<file path="src/sv/taps_pkg.sv">
// Shared widths, codes, command and status types and the arctangent table of the solver.
`default_nettype none
package taps_pkg;

   localparam int RANGE_W     = 24;
   localparam int X_W         = 25;
   localparam int ANG_W       = 16;
   localparam int SQ_W        = 48;
   localparam int MUL_W       = 26;
   localparam int PROD_W      = 52;
   localparam int NUM_W       = 51;
   localparam int DIVN_W      = 50;
   localparam int DIV_W       = 25;
   localparam int ROOT_W      = 26;
   localparam int SQRT_REM_W  = 28;
   localparam int CORD_W      = 56;
   localparam int Z_W         = 34;
   localparam int TAB_FRAC    = 24;
   localparam int TAB_IDX_W   = 5;
   localparam int TAB_W       = 30;
   localparam int CNT_W       = 5;

   localparam int ANGLE_FRAC_BITS_DEF = 8;
   localparam int CORDIC_STEPS_DEF    = 16;

   localparam logic [RANGE_W-1:0] BASELINE_RESET = 24'd19661;
   localparam logic               ANCHOR_RIGHT   = 1'b1;

   typedef enum logic [3:0] {
      ST_IDLE, ST_MUL_AA, ST_MUL_BB, ST_MUL_CC, ST_MUL_CA, ST_MUL_P1, ST_MUL_P2,
      ST_SQRT_P1, ST_SQRT_P2, ST_MUL_HY, ST_DIV, ST_MUL_QQ, ST_SQRT_H,
      ST_CORD_T, ST_CORD_L, ST_OUT
   } state_type;

   typedef enum logic [3:0] {
      OP_IDLE, OP_MUL_AA, OP_MUL_BB, OP_MUL_CC, OP_MUL_CA, OP_MUL_P1, OP_MUL_P2,
      OP_SQRT_P1, OP_SQRT_P2, OP_MUL_HY, OP_DIV, OP_MUL_QQ, OP_SQRT_H,
      OP_CORD_T, OP_CORD_L, OP_OUT
   } op_type;

   typedef struct packed {
      op_type op;
      logic   launch;
      logic   load_left;
      logic   load_right;
      logic   out_load;
   } cmd_type;

   typedef struct packed {
      logic in_zero;
      logic sqrt_done;
      logic div_done;
      logic cordic_done;
   } status_type;

   // Arctangent of 2^-i in degrees with 24 fraction bits.
   function automatic logic [TAB_W-1:0] atan_q24(input logic [TAB_IDX_W-1:0] idx);
      logic [TAB_W-1:0] v;
      unique case (idx)
         5'd0:  v = 30'd754974720;
         5'd1:  v = 30'd445687602;
         5'd2:  v = 30'd235489088;
         5'd3:  v = 30'd119537938;
         5'd4:  v = 30'd60000934;
         5'd5:  v = 30'd30029717;
         5'd6:  v = 30'd15018523;
         5'd7:  v = 30'd7509720;
         5'd8:  v = 30'd3754917;
         5'd9:  v = 30'd1877466;
         5'd10: v = 30'd938734;
         5'd11: v = 30'd469367;
         5'd12: v = 30'd234684;
         5'd13: v = 30'd117342;
         5'd14: v = 30'd58671;
         5'd15: v = 30'd29335;
         5'd16: v = 30'd14668;
         5'd17: v = 30'd7334;
         5'd18: v = 30'd3667;
         5'd19: v = 30'd1833;
         5'd20: v = 30'd917;
         5'd21: v = 30'd458;
         5'd22: v = 30'd229;
         5'd23: v = 30'd115;
         5'd24: v = 30'd57;
         5'd25: v = 30'd29;
         5'd26: v = 30'd14;
         5'd27: v = 30'd7;
         5'd28: v = 30'd4;
         5'd29: v = 30'd2;
         5'd30: v = 30'd1;
         5'd31: v = 30'd0;
      endcase
      return v;
   endfunction

endpackage
`default_nettype wire

</file>
<file path="src/sv/taps_ctrl.sv">
// Controller state machine: range bookkeeping, solve sequencing and output handshake.
`default_nettype none
module taps_ctrl (
   input  logic                 clock,
   input  logic                 reset,
   input  logic                 req_valid,
   output logic                 req_stall,
   input  logic                 req_type,
   output logic                 rsp_valid,
   input  logic                 rsp_stall,
   output taps_pkg::cmd_type    cmd,
   input  taps_pkg::status_type status
);
   import taps_pkg::*;

   state_type state_ff, state_in;
   logic      launched_ff, launched_in;
   logic      left_fresh_ff, left_fresh_in;
   logic      right_fresh_ff, right_fresh_in;
   logic      rsp_valid_ff, rsp_valid_in;
   logic      accept, take_word, unit_state, unit_done, out_free;

   always_comb begin
      req_stall = state_ff != ST_IDLE;
      accept    = req_valid && !req_stall;
      take_word = accept && !status.in_zero;
      out_free  = !rsp_valid_ff || !rsp_stall;
      unique case (state_ff)
         ST_SQRT_P1, ST_SQRT_P2, ST_SQRT_H: begin
            unit_state = 1'b1;
            unit_done  = status.sqrt_done;
         end
         ST_DIV: begin
            unit_state = 1'b1;
            unit_done  = status.div_done;
         end
         ST_CORD_T, ST_CORD_L: begin
            unit_state = 1'b1;
            unit_done  = status.cordic_done;
         end
         default: begin
            unit_state = 1'b0;
            unit_done  = 1'b0;
         end
      endcase
   end

   always_comb begin
      state_in       = state_ff;
      launched_in    = launched_ff;
      left_fresh_in  = left_fresh_ff;
      right_fresh_in = right_fresh_ff;
      rsp_valid_in   = rsp_valid_ff && rsp_stall;
      if (unit_state) begin
         if (!launched_ff) begin
            launched_in = 1'b1;
         end else if (unit_done) begin
            launched_in = 1'b0;
         end
      end
      unique case (state_ff)
         ST_IDLE: begin
            if (take_word) begin
               if ((req_type == ANCHOR_RIGHT) ? left_fresh_ff : right_fresh_ff) begin
                  left_fresh_in  = 1'b0;
                  right_fresh_in = 1'b0;
                  state_in       = ST_MUL_AA;
               end else if (req_type == ANCHOR_RIGHT) begin
                  right_fresh_in = 1'b1;
               end else begin
                  left_fresh_in = 1'b1;
               end
            end
         end
         ST_MUL_AA:  state_in = ST_MUL_BB;
         ST_MUL_BB:  state_in = ST_MUL_CC;
         ST_MUL_CC:  state_in = ST_MUL_CA;
         ST_MUL_CA:  state_in = ST_MUL_P1;
         ST_MUL_P1:  state_in = ST_MUL_P2;
         ST_MUL_P2:  state_in = ST_SQRT_P1;
         ST_SQRT_P1: if (launched_ff && unit_done) state_in = ST_SQRT_P2;
         ST_SQRT_P2: if (launched_ff && unit_done) state_in = ST_MUL_HY;
         ST_MUL_HY:  state_in = ST_DIV;
         ST_DIV:     if (launched_ff && unit_done) state_in = ST_MUL_QQ;
         ST_MUL_QQ:  state_in = ST_SQRT_H;
         ST_SQRT_H:  if (launched_ff && unit_done) state_in = ST_CORD_T;
         ST_CORD_T:  if (launched_ff && unit_done) state_in = ST_CORD_L;
         ST_CORD_L:  if (launched_ff && unit_done) state_in = ST_OUT;
         ST_OUT: begin
            if (out_free) begin
               state_in     = ST_IDLE;
               rsp_valid_in = 1'b1;
            end
         end
      endcase
   end

   always_comb begin
      unique case (state_ff)
         ST_IDLE:    cmd.op = OP_IDLE;
         ST_MUL_AA:  cmd.op = OP_MUL_AA;
         ST_MUL_BB:  cmd.op = OP_MUL_BB;
         ST_MUL_CC:  cmd.op = OP_MUL_CC;
         ST_MUL_CA:  cmd.op = OP_MUL_CA;
         ST_MUL_P1:  cmd.op = OP_MUL_P1;
         ST_MUL_P2:  cmd.op = OP_MUL_P2;
         ST_SQRT_P1: cmd.op = OP_SQRT_P1;
         ST_SQRT_P2: cmd.op = OP_SQRT_P2;
         ST_MUL_HY:  cmd.op = OP_MUL_HY;
         ST_DIV:     cmd.op = OP_DIV;
         ST_MUL_QQ:  cmd.op = OP_MUL_QQ;
         ST_SQRT_H:  cmd.op = OP_SQRT_H;
         ST_CORD_T:  cmd.op = OP_CORD_T;
         ST_CORD_L:  cmd.op = OP_CORD_L;
         ST_OUT:     cmd.op = OP_OUT;
      endcase
      cmd.launch     = unit_state && !launched_ff;
      cmd.load_left  = take_word && (req_type != ANCHOR_RIGHT);
      cmd.load_right = take_word && (req_type == ANCHOR_RIGHT);
      cmd.out_load   = (state_ff == ST_OUT) && out_free;
      rsp_valid      = rsp_valid_ff;
   end

   always_ff @(posedge clock) begin
      if (reset) begin
         state_ff       <= ST_IDLE;
         launched_ff    <= 1'b0;
         left_fresh_ff  <= 1'b0;
         right_fresh_ff <= 1'b0;
         rsp_valid_ff   <= 1'b0;
      end else begin
         state_ff       <= state_in;
         launched_ff    <= launched_in;
         left_fresh_ff  <= left_fresh_in;
         right_fresh_ff <= right_fresh_in;
         rsp_valid_ff   <= rsp_valid_in;
      end
   end

   assert property (@(posedge clock) disable iff (reset)
      (state_ff == ST_IDLE) |-> !(left_fresh_ff && right_fresh_ff))
      else $error("Both fresh flags are set while waiting for a word.");

   assert property (@(posedge clock) disable iff (reset)
      cmd.launch |=> !cmd.launch)
      else $error("An iterative unit was launched twice in a row.");

   assert property (@(posedge clock) disable iff (reset)
      (unit_state && !launched_ff) |-> !unit_done)
      else $error("A unit reported completion before it was launched.");

   assert property (@(posedge clock) disable iff (reset)
      $rose(rsp_valid_ff) |-> $past(state_ff == ST_OUT))
      else $error("A result word appeared outside the output step.");

endmodule
`default_nettype wire

</file>
<file path="config.mk">
export PLATFORM = sky130hd
export DESIGN_NAME = taps_ctrl
export DESIGN_NICKNAME = d
export VERILOG_FILES = /design/src/sv/taps_pkg.sv /design/src/sv/taps_ctrl.sv
export SDC_FILE = /design/constraint.sdc
export NUM_CORES = 1
export LEC_CHECK = 0
export BUFFER_PORTS_ARGS = -buffer_cell sky130_fd_sc_hd__buf_2
export CORE_UTILIZATION = 50
export CTS_CLUSTER_SIZE = 14
export DETAILED_ROUTE_END_ITERATION = 10
export HOLD_SLACK_MARGIN = 0.08
export PLACE_DENSITY = 0.77
export SYNTH_ARGS = -nofsm -noshare
export SYNTH_HDL_FRONTEND = slang
export SYNTH_SLANG_ARGS = --single-unit
</file>
<file path="constraint.sdc">
create_clock -name clock -period 4.4 [get_ports clock]
set_input_delay 0 -clock clock [delete_from_list [all_inputs] [get_ports clock]]
set_output_delay 0 -clock clock [all_outputs]
set_load 0.01 [all_outputs]
</file>
Yosys cells after proc, flatten, opt, wreduce, memory -nomap -nowiden
Memory sizes are Yosys's and may differ from the RTL's. A register that Yosys moved wholly into a read port is not among the register bits.
Index checks and enable logic that the tools add are counted.

cells by class
  equality and inequality tests = 25
  muxes and demuxes = 23
  bitwise operators = 1
  reduce and logical (&&, ||, !) cells = 23

operators with widths
  operator              number
  $pmux W4 S16          1
  $mux W4               11
  $eq A4 B4 Y1 const B  8
  $ne A2 B2 Y1 const B  9
  $eq A4 B3 Y1 const B  4
  $mux W1               10
  $reduce_and A9 Y1     1
  $eq A4 B2 Y1 const B  2
  $logic_and A1 B1 Y1   8
  $reduce_and A3 Y1     2
  $reduce_or A6 Y1      1
  $logic_not A1 Y1      5
  $eq A4 B1 Y1 const B  1
  $logic_not A4 Y1      1
  $reduce_bool A4 Y1    1
  $pmux W1 S3           1
  $reduce_or A3 Y1      1
  $ne A2 B1 Y1 const B  1
  $reduce_bool A2 Y1    1
  $reduce_or A2 Y1      1
  $logic_or A1 B1 Y1    1
  $not A1 Y1            1

storage, ports and cells
  logic and storage cells = 78
  memories = 1
  output and inout port bits = 10
  bits in read-only memories = 64
  register bits after elaboration = 8

memory list
  name              words  bits a word  read ports  clocked after Yosys merged registers in  write ports  RTL line         RTL
  (name not given)  16     4            1           1                                        0            taps_ctrl.sv:99  unique case (state_ff)

Logic depth before layout (Yosys ltp)
Gate-level depths: netlist of the first run.

  word-level depth = 8
  gate-level depth with buffers = 7
  depth with buffers taken out = 7

Worst setup path before layout of the first run
No wires, ideal clock.

  path type = register to register
  start = reg state_ff[0]
  end = reg cmd[4] (netlist name)
  cell stages (with the launch flop) = 8
  buffers on the path = 0
  data arrival time = 1.589 ns
  clock period less this slack = 1.717 ns
  required time = 4.272 ns
  path slack = 2.683 ns
  setup time = 0.128 ns
  cell sequence = dfxtp_1 inv_1 ha_1 o211ai_1 a21oi_2 a311o_1 a21oi_1 a211oi_1

between the ends
  cells in the longest elaborated chain, start to end = 8

ends and longest elaborated chain
  element                                             RTL line                          RTL
  from (decl)                                         taps_ctrl.sv:16                   state_type state_ff, state_in;
  from (signal assigned)                              taps_ctrl.sv:132                  state_ff <= state_in;
  $eq A4 B4 Y1, or another cell as far along          taps_ctrl.sv:28, taps_ctrl.sv:61
  $reduce_or A3 Y1, or another cell as far along      taps_ctrl.sv:28                   unique case (state_ff)
  $pmux W1 S3 or $logic_and A1 B1 Y1 (tied branches)  taps_ctrl.sv:28, taps_ctrl.sv:25
  $logic_and A1 B1 Y1 (on tied branches)              -
  $ne A2 B2 Y1 (no line)                              -
  $reduce_and A9 Y1 (no line)                         -
  $mux W4 (no line) (*) (2 in a row)                  -

Every way passes the cells marked *; elsewhere a longest branch is shown, timed or not.
A chain may end at the register's enable or synchronous reset.

Worst setup path in the final report of the first run
  start = reg state_ff[0]
  end = reg cmd[7] (netlist name)

between the ends
  cells in the longest elaborated chain, start to end = 8

ends and longest elaborated chain
  element                                             RTL line
  $eq A4 B4 Y1, or another cell as far along          taps_ctrl.sv:28, taps_ctrl.sv:61
  $reduce_or A3 Y1, or another cell as far along      taps_ctrl.sv:28
  $pmux W1 S3 or $logic_and A1 B1 Y1 (tied branches)  taps_ctrl.sv:28, taps_ctrl.sv:25
  $logic_and A1 B1 Y1 (on tied branches)              -
  $ne A2 B2 Y1 (no line)                              -
  $reduce_and A9 Y1 (no line)                         -
  $mux W4 (no line) (*) (2 in a row)                  -

Marked as above.

==> flow_summary.yaml, run 1 <==
synth:
  synth_xor_area_share_pct: 0
  synth_area_sq_um: 713
  syn-num-nets: 95
  yosys.area_share.simple_pct: 20.9
  synth_compound_area_share_pct: 28.9
  yosys_warnings: 0
  ys_seq_elements: 12
  synth.area.mux_share_pct: 3.51
  synth_top_family_by_area: "compound AO/OA/AOI/OAI gates"
  avgSynthCellArea_sq_um: 8.70
  synthCells: 82
  synth_fa_ha_area_share_pct: 7.02
  synth_cell_types: 31
  yosysSeqAreaShare_pct: 33.7
cells_and_area:
  utilization_pct: 65.3
  nets: 118
  drive_gt1_share_pct: 27.9
  num_antenna_cells: 0
  areaGrowthSynthToFinish_pct: 20.7
  fill_cells: 112
timing:
  fin_setup_tns_ps: 0
  worst_pin_slew_ps: 434
  finalHoldViolCount: 0
  period_share_pct: 43.6
  post-route-min-period_ps: 1920
  setup_viol: 0
  max_slew_margin_pct: 70.7
  slew_violations: 0
  finalClockSkew_ps: 10.1
  max_freq_ghz: 0.521
  rsz0062_at_grt: "false"
  hold-worst-slack_ps: 109
  finalWorstSetupSlack_ps: 2480
worst_setup_path:
  crit_buf_inv: 1
  slowest_delay_ps: 390
  slowest_stage: "dfxtp_1"
  cp-end-kind: "flop"
  worst_path_dominant_cell_family: "compound AO/OA/AOI/OAI gates"
  start_kind: "flop"
  critPathKind: "flop to flop"
  path_cells: "inv_1 -> ha_1 -> a211oi_1 -> mux2_4 -> a311oi_4 -> o31a_1 -> a211oi_1"
  cp_common_cell: "a211oi_1"
  worstPathMaxFanout: 7
  cp.required_ps: 4600
  cp.arrival_ps: 2120
power_and_ir_drop:
  p_switching_mw: 0.144
  intPower_mw: 0.231
  pwr-share-seq_pct: 36.0
  p_clk_share_pct: 23.6
  p_leak_nw: 0.358
  p_sw_share_pct: 38.3
  peakVddDrop_v: 0.000301
  p_total_mw: 0.375
  p_comb_share_pct: 40.5
  power_density_nw_per_um2: 435
floorplan:
  start_util_pct: 54.1
  coreArea_sq_um: 1320
  boundaryPins: 19
  die_w_um: 39.8
  rows: 13
  die_area_sq_um: 1580
  die_h_um: 39.8
cts:
  cts_setup_buffers: 0
  clkTransAtPathRegs_ps: 80
  cts_made_buffers: 3
  cts_resized: 0
  clock_latency_ps: 280
  cts_tree: "built"
  cts.sinks: 12
  htreeDepth: 1
  clk_path_buf_depth: 2
  cts_hold_buf: 3
  root_buffer: "clkbuf_4"
grt:
  antenna_found_initial: 0
  grt_overflow: 0
  grt_pass1_wl_mm: 2.29
  first_global_vias: 585
  track_usage_pct: 21.7
  grt_max_degree: 13
place:
  place_congestion: 0.851
  place_ws_ps: 2480
  hpwl_mm: 1.10
  portBuffers: 18
drt:
  ant_nets: 0
  vias_per_cell: 5.83
  drcViolationCount: 0
  dr.pass1.iters: 4
  via_count: 694
  routedWlPerCell_um: 12.8
  drt-initial-drc-count: 12
  drt_wl_total_mm: 1.52
worst_hold_path:
  worstHoldPathType: "primary input to flop"
job:
  maxCapViolCount: 0
run_status:
  status: "complete, no violations"
[metrics by stage]
step                      instance area [sq um]  std cells
after CTS                                   861        119
after floorplan                             713         82
after global routing                        861        119
final                                       861        119
after detailed placement                    795        112
after global placement                      795        112
[state kept, by name (all words and copies together) (netlist names)]
signal and count:
cmd 4, state_ff 4, launched_ff 1, left_fresh_ff 1, right_fresh_ff 1, rsp_valid 1
[worst register-to-register path: stages, from the launching register on]
cell,delay (ps)
dfxtp_1,390
inv_1,80
ha_1,280
a211oi_1,260
mux2_4,230
a311oi_4,50
o31a_1,320
a211oi_1,220
[final timing paths]
| check | startpoint | to | slack, ps | cells after the start |
|---|---|---|---|---|
| max | state_ff[0]$_SDFFE_PP0P_ | cmd[7]$_SDFF_PP0_ | 2480 | 7 |
| min | req_type | left_fresh_ff$_SDFFE_PP0P_ | 110 | 4 |
| max reg2reg | state_ff[0]$_SDFFE_PP0P_ | cmd[7]$_SDFF_PP0_ | 2480 | 7 |
| min reg2reg | right_fresh_ff$_SDFFE_PP0P_ | right_fresh_ff$_SDFFE_PP0P_ | 520 | 2 |
[placed cells by master, fill, tap and decap left out]
master and instances:
o21ai_0 1, o21ai_2 1, nor2_1 8, clkbuf_4 3, a311oi_4 1, o31a_1 1
nand4b_1 2, dfxtp_1 12, a21oi_2 1, nor3_1 4, nand3_1 3, o21ai_1 2
clkbuf_8 1, or4_1 1, o22a_1 1, o211ai_1 1, dlygate4sd3_1 3, and2b_1 1
nand2_2 1, inv_1 4, a211oi_1 5, ha_1 4, nor2_2 1, nand3b_1 1
mux2_4 1, a21oi_1 12, buf_2 18, mux2i_1 1, o22ai_1 1, nand2_1 5
nor3b_2 1, o41ai_1 1, a311o_1 1
[cell usage after synthesis]
library cell | number | area [sq um]
dfxtp_1 | 12 | 240
inv_1 | 4 | 15.0
nand3_1 | 3 | 15.0
a211oi_1 | 5 | 37.5
a21oi_2 | 1 | 8.76
o41ai_1 | 1 | 8.76
o21ai_0 | 1 | 5.00
buf_2 | 1 | 5.00
o211ai_1 | 1 | 7.51
and2b_1 | 1 | 7.51
o21ai_1 | 2 | 10.0
nand2_2 | 1 | 6.26
o22a_1 | 1 | 8.76
o22ai_1 | 1 | 6.26
nor3b_2 | 1 | 12.5
buf_6 | 2 | 22.5
nor2_1 | 8 | 30.0
mux2_4 | 1 | 15.0
o31a_1 | 1 | 8.76
nor3_1 | 4 | 20.0
nand2_1 | 5 | 18.8
mux2i_1 | 1 | 10.0
a311oi_4 | 1 | 26.3
or4_1 | 1 | 7.51
nand3b_1 | 1 | 7.51
nor2_2 | 1 | 6.26
a21oi_1 | 12 | 60.1
ha_1 | 4 | 50.1
a311o_1 | 1 | 10.0
nand4b_1 | 2 | 17.5
o21ai_2 | 1 | 8.76
[logic make-up (layout without fill, tap and decap cells)]
logic type	count (synthesis)	in the layout
and+or+nand+nor	28	28
buffers and inverters	7	29
adders and majority gates	4	4
DFF	12	12
AOI/OAI and AO/OA	29	29
muxes	2	2
[area by class of cell]
cell class	count	area (sq um)	share of cell area (%)
Inverter	4	15.0	1.74
Timing Repair Buffer	21	120	14.0
Sequential cell	12	240	27.9
Clock buffer	4	36.3	4.22
Tap cell	15	18.8	2.18
Multi-Input combinational cell	63	430	50.0
[per-layer routing]
layer / GRT usage [%] / vias up / wire (um)
met1: 24.6 / 311 / 727
li1: - / 350 / -
met3: 8.52 / 2 / 94
met2: 37.3 / 31 / 685
met5: 0 / - / 0
met4: 5.17 / 0 / 10
[power by group through the flow]
stage	registers (mW)	clock network, mW	logic, mW
3_5_place_dp	0.136	0	0.147
3_3_place_gp	0.135	0	0.145
6_report	0.135	0.0883	0.152
5_1_grt	0.136	0.0926	0.168
4_1_cts	0.134	0.0910	0.149
2_1_floorplan	0.138	0	0.104
Power figures use the tool's default switching activity.
==> run 2, diff against run 1 <==
--- a/config.mk
+++ b/config.mk
@@ -6,11 +6,11 @@
 export NUM_CORES = 1
 export LEC_CHECK = 0
 export BUFFER_PORTS_ARGS = -buffer_cell sky130_fd_sc_hd__buf_2
-export CORE_UTILIZATION = 50
+export CORE_UTILIZATION = 45
 export CTS_CLUSTER_SIZE = 14
 export DETAILED_ROUTE_END_ITERATION = 10
 export HOLD_SLACK_MARGIN = 0.08
-export PLACE_DENSITY = 0.77
+export PLACE_DENSITY = 0.74
 export SYNTH_ARGS = -nofsm -noshare
 export SYNTH_HDL_FRONTEND = slang
 export SYNTH_SLANG_ARGS = --single-unit
==> constraint.sdc (replaced) <==
create_clock -name clock -period 1.5 [get_ports clock]
set_input_delay 0 -clock clock [delete_from_list [all_inputs] [get_ports clock]]
set_output_delay 0 -clock clock [all_outputs]
set_load 0.01 [all_outputs]
==> run 2 against run 1 <==
Effect of this change:
- the flow now finishes with violations (setup timing)
- design area up 19%
- global-route usage up 0.67 points
- clock-buffer cell count down 1
- wire length up 17%
- sequential share of layout area down 3.8 points
- total power rose to 3.3 times the previous value
- flip-flop and latch count unchanged
- critical path type unchanged
==> flow_summary.yaml, run 2 (synthesized netlist as in run 1, its figures left out) <==
run_status:
  status: "finished with violations"
  violations: "setup timing"
floorplan:
  die_area_sq_um: 1750
  rows: 14
  coreArea_sq_um: 1490
  boundaryPins: 19
  start_util_pct: 47.9
  die_w_um: 41.8
  die_h_um: 41.8
worst_setup_path:
  cp.required_ps: 1700
  r2r_start: "state_ff[0]$_SDFFE_PP0P_"
  slowest_stage: "dfxtp_4"
  critPathKind: "flop to flop"
  r2r_cells: 8
  slowest_delay_ps: 380
  start_kind: "flop"
  path_cells: "inv_4 -> ha_4 -> a211oi_2 -> mux2_4 -> a311oi_4 -> buf_4 -> o21ai_2 -> a21oi_1"
  cp.arrival_ps: 1980
  r2r_slack_ps: -270
  r2r-end: "cmd[5]$_SDFF_PP0_"
  cp-end-kind: "flop"
  worstPathMaxFanout: 5
job:
  maxCapViolCount: 0
cts:
  clock_latency_ps: 270
  root_buffer: "clkbuf_4"
  cts.sinks: 12
  clk_path_buf_depth: 2
  clkTransAtPathRegs_ps: 70
  htreeDepth: 1
  cts_tree: "built"
  cts_made_buffers: 3
cells_and_area:
  nets: 130
  areaGrowthSynthToFinish_pct: 44.2
  mostFrequentLayoutCells: "buf_2 (18), buf_4 (13), a21oi_1 (10), dfxtp_1 (10), nor2_1 (7)"
  utilization_pct: 69.1
  fill_cells: 120
  multi_input_area_sq_um: 507
  fin_area_sq_um: 1030
  num_antenna_cells: 0
  mostFrequentLayoutCell: "buf_2"
  drive_gt1_share_pct: 46.6
  seqCellArea_sq_um: 248
grt:
  grt_overflow: 0
  antenna_found_initial: 0
  grt_max_degree: 13
  track_usage_pct: 22.3
  first_global_vias: 727
  grt_pass1_wl_mm: 2.98
timing:
  worst_pin_slew_ps: 430
  period_share_pct: 118
  finalClockSkew_ps: 8.15
  finalHoldViolCount: 0
  max_slew_margin_pct: 71.0
  rsz0062_at_grt: "true"
  slew_violations: 0
  max_freq_ghz: 0.564
  setup_viol: 9
  post-route-min-period_ps: 1770
  finalWorstSetupSlack_ps: -272
power_and_ir_drop:
  peakVddDrop_v: 0.000959
  p_leak_nw: 0.415
  power_density_nw_per_um2: 1210
worst_hold_path:
  hold_end: "left_fresh_ff$_SDFFE_PP0P_"
  hold_depth: 4
  holdCritStartpoint: "req_type"
  worstHoldPathType: "primary input to flop"
drt:
  routedWlPerCell_um: 13.5
  drcViolationCount: 0
  drt-initial-drc-count: 7
  ant_nets: 0
  dr.pass1.iters: 4
  via_count: 740
  vias_per_cell: 5.61
  drt_wl_total_mm: 1.78
place:
  place_congestion: 0.823
  portBuffers: 18
  hpwl_mm: 1.32
  post_dp_cell_area_sq_um: 950
  place_ws_ps: -244
-- run 2: cell types whose count changed in the layout (fill, tap and decap cells not counted), moves of 2 or more --
cell     delta
dfxtp_4     +2
ha_1        -4
a21oi_2     +2
inv_4       +2
dfxtp_1     -2
a21oi_1     -2
inv_1       -2
ha_4        +4
buf_4      +13
-- run 2: worst max-delay path by stage --
| stage | from | end | slack (ps) | cells after the start |
|---|---|---|---|---|
| 3_5_place_dp | state_ff[0]$_SDFFE_PP0P_ | cmd[7]$_SDFF_PP0_ | -240 | 7 |
| 5_1_grt | state_ff[0]$_SDFFE_PP0P_ | cmd[5]$_SDFF_PP0_ | -370 | 8 |
| 4_1_cts | state_ff[0]$_SDFFE_PP0P_ | cmd[7]$_SDFF_PP0_ | -260 | 7 |
| 2_1_floorplan | state_ff[1]$_SDFFE_PP0P_ | cmd[7]$_SDFF_PP0_ | -90 | 7 |
| 6_report | state_ff[0]$_SDFFE_PP0P_ | cmd[5]$_SDFF_PP0_ | -270 | 8 |
| 3_3_place_gp | state_ff[0]$_SDFFE_PP0P_ | cmd[7]$_SDFF_PP0_ | -230 | 7 |
-- run 2: metal layers --
| layer | share of wire [%] | up-vias | global-route usage, % |
|---|---|---|---|
| met3 | 4.2 | 0 | 7.83 |
| met2 | 50 | 16 | 41.3 |
| met1 | 45 | 350 | 25.4 |
| li1 | - | 374 | - |
| met4 | 0 | 0 | 1.94 |
| met5 | 0 | - | 0 |
-- run 2: timing repair --
item / CTS / global route
hold endpoints to repair: 12 / 0
setup endpoints to repair: 11 / 13
buffers inserted: 2 / 0
hold buffers: 2 / 0
pin swaps: 4 / 1
resized for setup: 2 / 2
-- run 2: worst max-delay path, delay by kind of cell (launching register included) --
kind,cells,cell delay [ps]
compound gates,4,600
fa+ha+maj,1,160
buf+inv,2,260
flops,1,380
mux,1,300
-- run 2: where the power goes --
part	internal [mW]	switching, mW	leakage, nW	total (mW)
logic	0.269	0.331	0.301	0.600
clock network	0.0964	0.106	0.0154	0.202
registers	0.375	0.0657	0.0987	0.441
-- run 2: metrics by stage --
step                total power, mW  hold slack [ps]  TNS, ps  std cells
floorplan                     0.839             47.5     -570         82
global placement               1.00              266    -1300        124
detailed placement             1.02              275    -1530        124
CTS                            1.24             99.0    -1790        132
global route                   1.34              144    -3300        132
finish                         1.24              105    -1860        132
-- run 2: cell type report --
cell class                      count  area share [%]
Clock buffer                        3            2.19
Clock inverter                      1           0.365
Inverter                            4            1.95
Multi-Input combinational cell     63            49.3
Sequential cell                    12            24.1
Tap cell                           16            1.95
Timing Repair Buffer               33            20.2
==> run 3, diff against run 2 <==
--- a/config.mk
+++ b/config.mk
@@ -11,6 +11,7 @@
 export DETAILED_ROUTE_END_ITERATION = 10
 export HOLD_SLACK_MARGIN = 0.08
 export PLACE_DENSITY = 0.74
+export SETUP_SLACK_MARGIN = 0.5
 export SYNTH_ARGS = -nofsm -noshare
 export SYNTH_HDL_FRONTEND = slang
 export SYNTH_SLANG_ARGS = --single-unit
==> run 3 against run 2 <==
Effect of this change:
- the flow still finishes with violations (setup timing)
- critical path depth fell by 1
- sequential power fell by 0.9%
- clock skew fell by 0.83 ps
- global-route usage rose by 2.5 points
- non-clock buffer count rose by 3
- die area did not move
- total power rose by 7.5%
- cell count rose by 2.3%
- largest cell class unchanged
- highest routed layer is now met4
==> flow_summary.yaml, run 3 (synthesized netlist as in run 1, its figures left out) <==
worst_setup_path:
  cp.required_ps: 1680
  critPathLaunch: "state_ff[0]$_SDFFE_PP0P_"
  worstPathMaxFanout: 5
  start_kind: "flop"
  cp.arrival_ps: 1930
  r2r_cells: 7
  critPathCapture: "state_ff[0]$_SDFFE_PP0P_"
  critPathKind: "flop to flop"
  r2r_start: "state_ff[0]$_SDFFE_PP0P_"
  cp-end-kind: "flop"
  r2r-end: "state_ff[0]$_SDFFE_PP0P_"
  r2r_slack_ps: -250
timing:
  max_slew_margin_pct: 68.6
  setup_viol: 9
  max_freq_ghz: 0.573
  rsz0062_at_grt: "true"
  period_share_pct: 116
  post-route-min-period_ps: 1750
  hold-worst-slack_ps: 142
  worst_pin_slew_ps: 465
  finalClockSkew_ps: 7.32
  fin_setup_tns_ps: -1740
  finalWorstSetupSlack_ps: -246
  finalHoldViolCount: 0
  slew_violations: 0
drt:
  via_count: 776
  drcViolationCount: 0
  routedWlPerCell_um: 14.3
  vias_per_cell: 5.75
  drt_wl_total_mm: 1.94
  drt-initial-drc-count: 13
  ant_nets: 0
  dr.pass1.iters: 4
cts:
  clock_latency_ps: 280
  cts_made_buffers: 3
  cts.sinks: 12
  htreeDepth: 1
  cts_tree: "built"
  clk_path_buf_depth: 2
  root_buffer: "clkbuf_4"
  clkTransAtPathRegs_ps: 70
cells_and_area:
  fin_area_sq_um: 1130
  final_cell_count_no_fill: 135
  num_antenna_cells: 0
  utilization_pct: 76.0
  nets: 133
  mostFrequentLayoutCell: "buf_2"
  areaGrowthSynthToFinish_pct: 58.6
  fill_cells: 110
  drive_gt1_share_pct: 55.5
  mostFrequentLayoutCells: "buf_2 (17), buf_4 (11), dfxtp_1 (8)"
grt:
  first_global_vias: 753
  grt_overflow: 0
  antenna_found_initial: 0
  track_usage_pct: 24.8
  grt_max_degree: 13
  grt_pass1_wl_mm: 3.24
floorplan:
  die_w_um: 41.8
  start_util_pct: 47.9
  die_area_sq_um: 1750
  boundaryPins: 19
  die_h_um: 41.8
  rows: 14
  coreArea_sq_um: 1490
power_and_ir_drop:
  power_density_nw_per_um2: 1180
  p_total_mw: 1.34
  peakVddDrop_v: 0.000961
  p_leak_nw: 0.442
place:
  post_dp_cell_area_sq_um: 950
  dp_cells: 124
  place_congestion: 0.823
  portBuffers: 18
  place_ws_ps: -230
  hpwl_mm: 1.32
run_status:
  violations: "setup timing"
  status: "finished with violations"
worst_hold_path:
  worstHoldPathType: "primary input to flop"
job:
  maxCapViolCount: 0
==> run 3: layer usage <==
| layer | wire, um | global-route usage, % | up-vias |
|---|---|---|---|
| met5 | 0 | 0 | - |
| met4 | 37 | 11.0 | 0 |
| met3 | 75 | 9.13 | 6 |
| met2 | 1020 | 43.1 | 17 |
| met1 | 808 | 26.5 | 370 |
| li1 | - | - | 383 |
==> run 3: worst max-delay path, stage by stage (launching register included) <==
cell and delay (ps):
dfxtp_4 380, inv_4 80, ha_4 160, a211oi_2 40, mux2_4 290, a311oi_4 370, nor2_2 110, a211oi_1 220
==> run 3: how the worst min path moves through the flow <==
stage | slack [ps] | endpoint | startpoint | cells past startpoint
floorplan | 50 | cmd[2] | req_type | 1
global placement | 270 | rsp_valid$_SDFF_PP0_ | rsp_stall | 3
detailed placement | 280 | rsp_valid$_SDFF_PP0_ | rsp_stall | 3
CTS | 100 | left_fresh_ff$_SDFFE_PP0P_ | req_type | 4
global route | 160 | left_fresh_ff$_SDFFE_PP0P_ | req_type | 4
finish | 140 | left_fresh_ff$_SDFFE_PP0P_ | req_type | 4
==> run 3: timing repair <==
item | in CTS | in global routing
setup buffers | 4 | 1
pin swaps | 5 | 7
hold buffers | 2 | 0
setup endpoints to repair | 16 | 17
resized for setup | 14 | 10
endpoints found under the hold margin | 12 | 0
==> run 3: final cells by class <==
cell class / instances / area (sq um) / share of cell area, %
timing repair buffer: 36 / 255 / 22.6
clock inverter: 1 / 3.75 / 0.332
inverter: 4 / 20.0 / 1.77
sequential: 12 / 253 / 22.3
tap: 16 / 20.0 / 1.77
clock buffer: 3 / 22.5 / 1.99
multi-input combinational: 63 / 557 / 49.2
==> run 3: where the power goes <==
| part | switching (mW) | internal (mW) | total, mW |
|---|---|---|---|
| clock network | 0.107 | 0.0966 | 0.204 |
| registers | 0.0636 | 0.374 | 0.437 |
| logic | 0.364 | 0.331 | 0.696 |
